`src/ham6_pkg.sv`:
```
// ----------------------------------------------------------------------------
// ham6_pkg
// widths, code values and distance helpers for the ham6 pixel encoder
// ----------------------------------------------------------------------------
package ham6_pkg;

    localparam int PaletteEntries = 16;
    localparam int EntriesPerWord = 4;
    localparam int PaletteWords   = PaletteEntries / EntriesPerWord;
    localparam int CompW          = 4;
    localparam int ColorW         = 3 * CompW;
    localparam int CodeW          = 6;
    localparam int WordW          = EntriesPerWord * ColorW;
    localparam int IndexW         = $clog2(PaletteWords);
    localparam int EntryIdxW      = $clog2(PaletteEntries);
    localparam int SqW            = 2 * CompW;
    localparam int DistW          = SqW + 2;

    typedef logic [CompW-1:0]     comp_t;
    typedef logic [ColorW-1:0]    color_t;
    typedef logic [CodeW-1:0]     code_t;
    typedef logic [DistW-1:0]     dist_t;
    typedef logic [EntryIdxW-1:0] entry_idx_t;

    // upper two code bits select the kind of code
    localparam logic [CodeW-CompW-1:0] MOD_PALETTE = 2'b00;
    localparam logic [CodeW-CompW-1:0] MOD_BLUE    = 2'b01;
    localparam logic [CodeW-CompW-1:0] MOD_RED     = 2'b10;
    localparam logic [CodeW-CompW-1:0] MOD_GREEN   = 2'b11;

    localparam code_t CODE_BLUE  = {MOD_BLUE, {CompW{1'b0}}};
    localparam code_t CODE_RED   = {MOD_RED, {CompW{1'b0}}};
    localparam code_t CODE_GREEN = {MOD_GREEN, {CompW{1'b0}}};

    function automatic comp_t abs_diff(comp_t a, comp_t b);
        return (a > b) ? comp_t'(a - b) : comp_t'(b - a);
    endfunction

    function automatic logic [SqW-1:0] sq_diff(comp_t a, comp_t b);
        logic [SqW-1:0] d;
        d = {{CompW{1'b0}}, abs_diff(a, b)};
        return d * d;
    endfunction

    function automatic dist_t color_dist(color_t x, color_t y);
        dist_t s;
        s = dist_t'(sq_diff(x[2*CompW +: CompW], y[2*CompW +: CompW]))
          + dist_t'(sq_diff(x[CompW +: CompW], y[CompW +: CompW]))
          + dist_t'(sq_diff(x[0 +: CompW], y[0 +: CompW]));
        return s;
    endfunction

endpackage

```
`src/ham6_pixel_encoder_unit.sv`:
```
// ----------------------------------------------------------------------------
// ham6_pixel_encoder_unit
// hold-and-modify encoder: one 12-bit rgb pixel in, one 6-bit code and the
// displayed colour out
// ----------------------------------------------------------------------------
// usage
//   input channel: in_valid / in_stall with pixel_color and line_start
//   output channel: out_valid / out_stall with ham_code and shown_color
//   palette: wr_en, wr_index, wr_data write four 48-bit words of four
//   entries each; write only while no pixel is in flight
//   latency: two cycles from an accepted input beat to the output beat
//   when the output is free (input register, then result register)
//   throughput: one pixel per cycle; the sixteen palette distances and
//   the modify choice are evaluated in one pass between the two registers,
//   and the previous colour/code are updated as the result is registered
//   reset: palette, previous colour and previous code go to zero, both
//   channels empty
//   stall: a stalled output beat holds; one more pixel waits in the input
//   register, and in_stall rises only while both registers are full
// ----------------------------------------------------------------------------
module ham6_pixel_encoder_unit (
    input  logic                          clk,
    input  logic                          rst_n,
    input  logic                          wr_en,
    input  logic [ham6_pkg::IndexW-1:0]   wr_index,
    input  logic [ham6_pkg::WordW-1:0]    wr_data,
    input  logic                          in_valid,
    output logic                          in_stall,
    input  logic [ham6_pkg::ColorW-1:0]   pixel_color,
    input  logic                          line_start,
    output logic                          out_valid,
    input  logic                          out_stall,
    output logic [ham6_pkg::CodeW-1:0]    ham_code,
    output logic [ham6_pkg::ColorW-1:0]   shown_color
);
    import ham6_pkg::*;

    localparam int L1 = PaletteEntries / 2;
    localparam int L2 = PaletteEntries / 4;
    localparam int L3 = PaletteEntries / 8;

    logic [WordW-1:0] palette_reg [PaletteWords];

    logic   in_valid_reg;
    color_t pix_reg;
    logic   ls_reg;

    logic   out_valid_reg;
    code_t  code_reg;
    color_t shown_reg;
    color_t prev_shown_reg;
    code_t  prev_code_reg;

    code_t  code_next;
    color_t shown_next;
    logic   advance;

    color_t     entry [PaletteEntries];
    dist_t      d0    [PaletteEntries];
    dist_t      d1 [L1];
    dist_t      d2 [L2];
    dist_t      d3 [L3];
    entry_idx_t i1 [L1];
    entry_idx_t i2 [L2];
    entry_idx_t i3 [L3];
    color_t     c1 [L1];
    color_t     c2 [L2];
    color_t     c3 [L3];
    dist_t      best_d;
    entry_idx_t best_idx;
    color_t     best_color;

    comp_t  cr, cg, cb, pr, pg, pb;
    comp_t  dr, dg, db, dmax;
    logic   red_win, blue_win;
    color_t mod_color;
    code_t  mod_code;
    dist_t  mod_d;

    assign advance  = !out_valid_reg || !out_stall;
    assign in_stall = in_valid_reg && !advance;

    assign out_valid   = out_valid_reg;
    assign ham_code    = code_reg;
    assign shown_color = shown_reg;

    // palette entries and their distances to the wanted colour
    for (genvar g = 0; g < PaletteEntries; g++)
    begin : g_entry
        assign entry[g] = palette_reg[g / EntriesPerWord][(g % EntriesPerWord) * ColorW +: ColorW];
        assign d0[g]    = color_dist(entry[g], pix_reg);
    end

    // nearest entry, ties keep the lower index
    always_comb
    begin
        for (int k = 0; k < L1; k++)
        begin
            if (d0[2*k+1] < d0[2*k])
            begin
                d1[k] = d0[2*k+1];
                i1[k] = entry_idx_t'(2*k+1);
                c1[k] = entry[2*k+1];
            end
            else
            begin
                d1[k] = d0[2*k];
                i1[k] = entry_idx_t'(2*k);
                c1[k] = entry[2*k];
            end
        end
        for (int k = 0; k < L2; k++)
        begin
            if (d1[2*k+1] < d1[2*k])
            begin
                d2[k] = d1[2*k+1];
                i2[k] = i1[2*k+1];
                c2[k] = c1[2*k+1];
            end
            else
            begin
                d2[k] = d1[2*k];
                i2[k] = i1[2*k];
                c2[k] = c1[2*k];
            end
        end
        for (int k = 0; k < L3; k++)
        begin
            if (d2[2*k+1] < d2[2*k])
            begin
                d3[k] = d2[2*k+1];
                i3[k] = i2[2*k+1];
                c3[k] = c2[2*k+1];
            end
            else
            begin
                d3[k] = d2[2*k];
                i3[k] = i2[2*k];
                c3[k] = c2[2*k];
            end
        end
        if (d3[1] < d3[0])
        begin
            best_d     = d3[1];
            best_idx   = i3[1];
            best_color = c3[1];
        end
        else
        begin
            best_d     = d3[0];
            best_idx   = i3[0];
            best_color = c3[0];
        end
    end

    // modify candidate: the component that differs most, bias green, red, blue
    always_comb
    begin
        cr = pix_reg[2*CompW +: CompW];
        cg = pix_reg[CompW +: CompW];
        cb = pix_reg[0 +: CompW];
        pr = prev_shown_reg[2*CompW +: CompW];
        pg = prev_shown_reg[CompW +: CompW];
        pb = prev_shown_reg[0 +: CompW];
        dr = abs_diff(cr, pr);
        dg = abs_diff(cg, pg);
        db = abs_diff(cb, pb);
        red_win  = dr > dg;
        dmax     = red_win ? dr : dg;
        blue_win = db > dmax;
        if (blue_win)
        begin
            mod_color = {pr, pg, cb};
            mod_code  = CODE_BLUE | code_t'(cb);
        end
        else if (red_win)
        begin
            mod_color = {cr, pg, pb};
            mod_code  = CODE_RED | code_t'(cr);
        end
        else
        begin
            mod_color = {pr, cg, pb};
            mod_code  = CODE_GREEN | code_t'(cg);
        end
        mod_d = color_dist(pix_reg, mod_color);
    end

    always_comb
    begin
        shown_next = pix_reg;
        if (!ls_reg && pix_reg == prev_shown_reg)
        begin
            code_next = prev_code_reg;
        end
        else if (!ls_reg && pg == cg && pb == cb)
        begin
            code_next = CODE_RED | code_t'(cr);
        end
        else if (!ls_reg && pb == cb && pr == cr)
        begin
            code_next = CODE_GREEN | code_t'(cg);
        end
        else if (!ls_reg && pr == cr && pg == cg)
        begin
            code_next = CODE_BLUE | code_t'(cb);
        end
        else if (best_d == '0)
        begin
            code_next = code_t'(best_idx);
        end
        else if (!ls_reg && mod_d < best_d)
        begin
            code_next  = mod_code;
            shown_next = mod_color;
        end
        else
        begin
            code_next  = code_t'(best_idx);
            shown_next = best_color;
        end
    end

    always_ff @(posedge clk or negedge rst_n)
    begin
        if (!rst_n)
        begin
            for (int w = 0; w < PaletteWords; w++)
            begin
                palette_reg[w] <= '0;
            end
        end
        else if (wr_en)
        begin
            palette_reg[wr_index] <= wr_data;
        end
    end

    always_ff @(posedge clk or negedge rst_n)
    begin
        if (!rst_n)
        begin
            in_valid_reg   <= 1'b0;
            out_valid_reg  <= 1'b0;
            prev_shown_reg <= '0;
            prev_code_reg  <= '0;
        end
        else
        begin
            if (!in_stall)
            begin
                in_valid_reg <= in_valid;
            end
            if (advance)
            begin
                out_valid_reg <= in_valid_reg;
            end
            if (advance && in_valid_reg)
            begin
                prev_shown_reg <= shown_next;
                prev_code_reg  <= code_next;
            end
        end
    end

    always_ff @(posedge clk)
    begin
        if (in_valid && !in_stall)
        begin
            pix_reg <= pixel_color;
            ls_reg  <= line_start;
        end
        if (advance && in_valid_reg)
        begin
            code_reg  <= code_next;
            shown_reg <= shown_next;
        end
    end

endmodule

```
`config.mk`:
```
export PLATFORM = sky130hd
export DESIGN_NAME = ham6_pixel_encoder_unit
export DESIGN_NICKNAME = d
export VERILOG_FILES = /design/src/ham6_pkg.sv /design/src/ham6_pixel_encoder_unit.sv
export SDC_FILE = /design/constraint.sdc
export NUM_CORES = 2
export LEC_CHECK = 0
export BUFFER_PORTS_ARGS = -buffer_cell sky130_fd_sc_hd__buf_2
export CORE_UTILIZATION = 50
export CTS_BUF_LIST = sky130_fd_sc_hd__clkbuf_8
export DETAILED_ROUTE_END_ITERATION = 6
export PLACE_DENSITY = 0.66
export RECOVER_POWER = 25
export SETUP_SLACK_MARGIN = 0.3
export SYNTH_ARGS = -nofsm -noshare
export SYNTH_HDL_FRONTEND = slang
export SYNTH_SLANG_ARGS = --single-unit
```
`constraint.sdc`:
```
create_clock -name clk -period 25.5 [get_ports clk]
set_input_delay 7.65 -clock clk [delete_from_list [all_inputs] [get_ports clk]]
set_output_delay 7.65 -clock clk [all_outputs]
set_load 0.05 [all_outputs]
```
==> flow_summary.json <==
{
  "async_flop_share_pct": 87.2,
  "dieArea_mm2": 0.103,
  "worstMarginPinSlew_ns": 6.24,
  "crit_fanout": 32,
  "startpoint_type": "flip-flop",
  "setup_viol": 0,
  "dr.pass1.iters": 6,
  "die_width_um": 321,
  "cts-root-buf": "clkbuf_8",
  "synth_edf_count": 31,
  "start_util_pct": 50.7,
  "arrival_ns": 21.77,
  "layout-drive-gt1-share_pct": 7.89,
  "yosysTopAreaCell": "ha_1",
  "grt_pass1_wl_mm": 235,
  "rows": 116,
  "synth_cells": 5674,
  "post-cts-setup-buffer-count": 0,
  "grt_pass1_vias": 39900,
  "largest_register_ffs": 192,
  "core_mm2": 0.101,
  "synthDistinctLibCells": 101,
  "path_common_cell": "ha_1",
  "vias": 40100,
  "cp_slowest_cell": "o21a_1",
  "final.min_clock_period_ns": 21.23,
  "synth.cell_area_mm2": 0.0510,
  "cts_tree": "built",
  "syn_to_final_growth_pct": 6.43,
  "rsz0062_at_grt": "false",
  "numCtsBuffers": 45,
  "nets": 7302,
  "final_cell_mix": "1229 x inv_1, 973 x ha_1, 483 x fa_1",
  "worst_skew_pair.late_latency_ns": 0.69,
  "seq_area_mm2": 0.00624,
  "drt_iter0_drc": 2913,
  "clock_path_buffers": 3,
  "fin_crit_sh_pct": 83.3,
  "hold_path_class": "reg2reg",
  "required_ns": 26.03,
  "drt-total-wl_mm": 153,
  "grt_overflow_total": 0,
  "m1WireLength_mm": 69.7,
  "clock_sinks": 243,
  "ant_nets": 0,
  "place_hpwl_mm": 128,
  "fmax_mhz": 47.1,
  "multi_input_area_mm2": 0.0399,
  "clk_pin_slew_worst_paths_ns": 0.08,
  "synth_warnings": 0,
  "drc": 0,
  "port-buffer-count": 87,
  "finalHoldViolCount": 0,
  "synth_ff_type": "dfrtp_1",
  "antenna_found_initial": 23,
  "violations": "max-capacitance violations, max-slew violations",
  "top_layer_used": "met5",
  "cts_resized": 0,
  "rrSetupSlack_ns": 4.27,
  "slowest_delay_ns": 1.01,
  "layout_commonest_cell": "inv_1",
  "wl_met2_mm": 65.6,
  "grtUsageTotal_pct": 29.9,
  "status": "complete, but fails checks",
  "drv_slew": 150,
  "relSlewSlack_pct": -316,
  "synth_top_area_share_pct": 23.9,
  "skew_ns": 0.0594,
  "nFillCells": 9456,
  "finalSetupTns_ns": 0,
  "routedWlPerCell_um": 21.3,
  "synth_nets": 7198,
  "ys_ff_latch": 243,
  "yosys-top-cells-area": "ha_1 24%, fa_1 19%, dfrtp_1 10%",
  "synth_area_per_cell_um2": 8.99,
  "die_y_um": 321,
  "gp_congestion": 1.04,
  "ios": 88,
  "yosysSeqAreaShare_pct": 12.2,
  "cts-htree-levels": 2,
  "critPathKind": "reg2reg",
  "cts_hold_buf": 0,
  "grt_max_degree": 101,
  "end_kind": "flip-flop",
  "wl_met3_mm": 11.7,
  "route.detailed.vias_per_inst": 5.59,
  "maxCapViolCount": 2
}
final cells by class:
class / instances / share of cell area [%]
timing repair buffer: 146 / 1.59
clock inverter: 28 / 0.477
multi-input combinational: 4118 / 73.5
sequential: 243 / 11.5
inverter: 1224 / 8.46
clock buffer: 55 / 1.39
tap: 1357 / 3.13
antenna: 1 / 0.00461
logic make-up (layout without fill, tap and decap cells):
group,Yosys count,after routing,share of synthesized area (%)
adders and majority gates,1460,1460,42.9
buffers and inverters,1313,1453,9.69
AOI/OAI and AO/OA,1048,1048,13.5
and+or+nand+nor,898,898,7.74
muxes,476,476,9.84
DFF,243,243,12.2
xor gates and xnor gates,236,236,4.05
other,0,1,0
critical path, delay by kind of cell (launching register included):
kind / cells / cell delay [ns]
and+or+nand+nor: 14 / 3.20
xor gates and xnor gates: 2 / 0.65
DFF: 1 / 0.36
muxes: 4 / 1.11
adders and majority gates: 12 / 4.51
AOI/OAI and AO/OA: 31 / 8.60
buffers and inverters: 10 / 2.58
per-stage QoR:
step / instance area, µm² / std cells / hold slack, ns / util [%] / setup WS (ns)
finish: 54300 / 7172 / 0.498 / 54.0 / 4.27
global placement: 53300 / 7088 / 0.468 / 53.0 / 4.65
global route: 54300 / 7172 / 0.512 / 54.0 / 3.11
floorplan: 51000 / 5674 / 0.457 / - / 5.93
detailed placement: 53300 / 7088 / 0.478 / 53.0 / 4.56
CTS: 54300 / 7171 / 0.497 / 54.0 / 4.52
Yosys cell counts (5+ instances only):
cell type / instances
inv_1: 1223
ha_1: 973
fa_1: 483
nor2_1: 401
a21oi_1: 338
mux2i_1: 283
nand2_1: 276
a21o_1: 257
dfrtp_1: 212
mux2_2: 190
o21ai_0: 169
xnor2_1: 137
xor2_1: 99
clkbuf_1: 68
a41oi_1: 52
nand2b_1: 35
edfxtp_1: 31
o211ai_1: 28
nor2b_1: 27
nor3_1: 26
a211oi_1: 24
a31oi_1: 24
nand4_1: 20
o21a_1: 20
o21bai_1: 20
nand3_1: 19
buf_1: 16
or2_2: 16
and2_1: 14
or3_1: 11
o211a_1: 10
o311a_1: 10
and3_1: 9
nand3b_1: 9
a211o_1: 8
o2111ai_1: 7
o21ai_1: 7
nor4_1: 6
a2111oi_0: 5
nor3b_1: 5
final timing paths:
check,from,end,cells past startpoint
worst max register to register,pix_reg[1]$_DFFE_PP_,ham_code[1]$_DFFE_PP_,73
worst min-delay path,prev_code_reg[3]$_DFFE_PN0P_,prev_code_reg[3]$_DFFE_PN0P_,1
worst max-delay path,pix_reg[1]$_DFFE_PP_,ham_code[1]$_DFFE_PP_,73
max in group asynchronous,rst_n,entry[123]$_DFFE_PN0P_,3
min in group asynchronous,rst_n,prev_shown_reg[10]$_DFFE_PN0P_,1
worst min register to register,prev_code_reg[3]$_DFFE_PN0P_,prev_code_reg[3]$_DFFE_PN0P_,1
routing by layer:
metal  track usage, %  up-vias
met2             45.7     1108
met3             6.19      280
li1                 -    19000
met1             42.2    19700
met5                0        -
met4             9.32       38
Power is not shown: default switching activity piles up to over one toggle a cycle in this logic, so the estimate is an artifact.
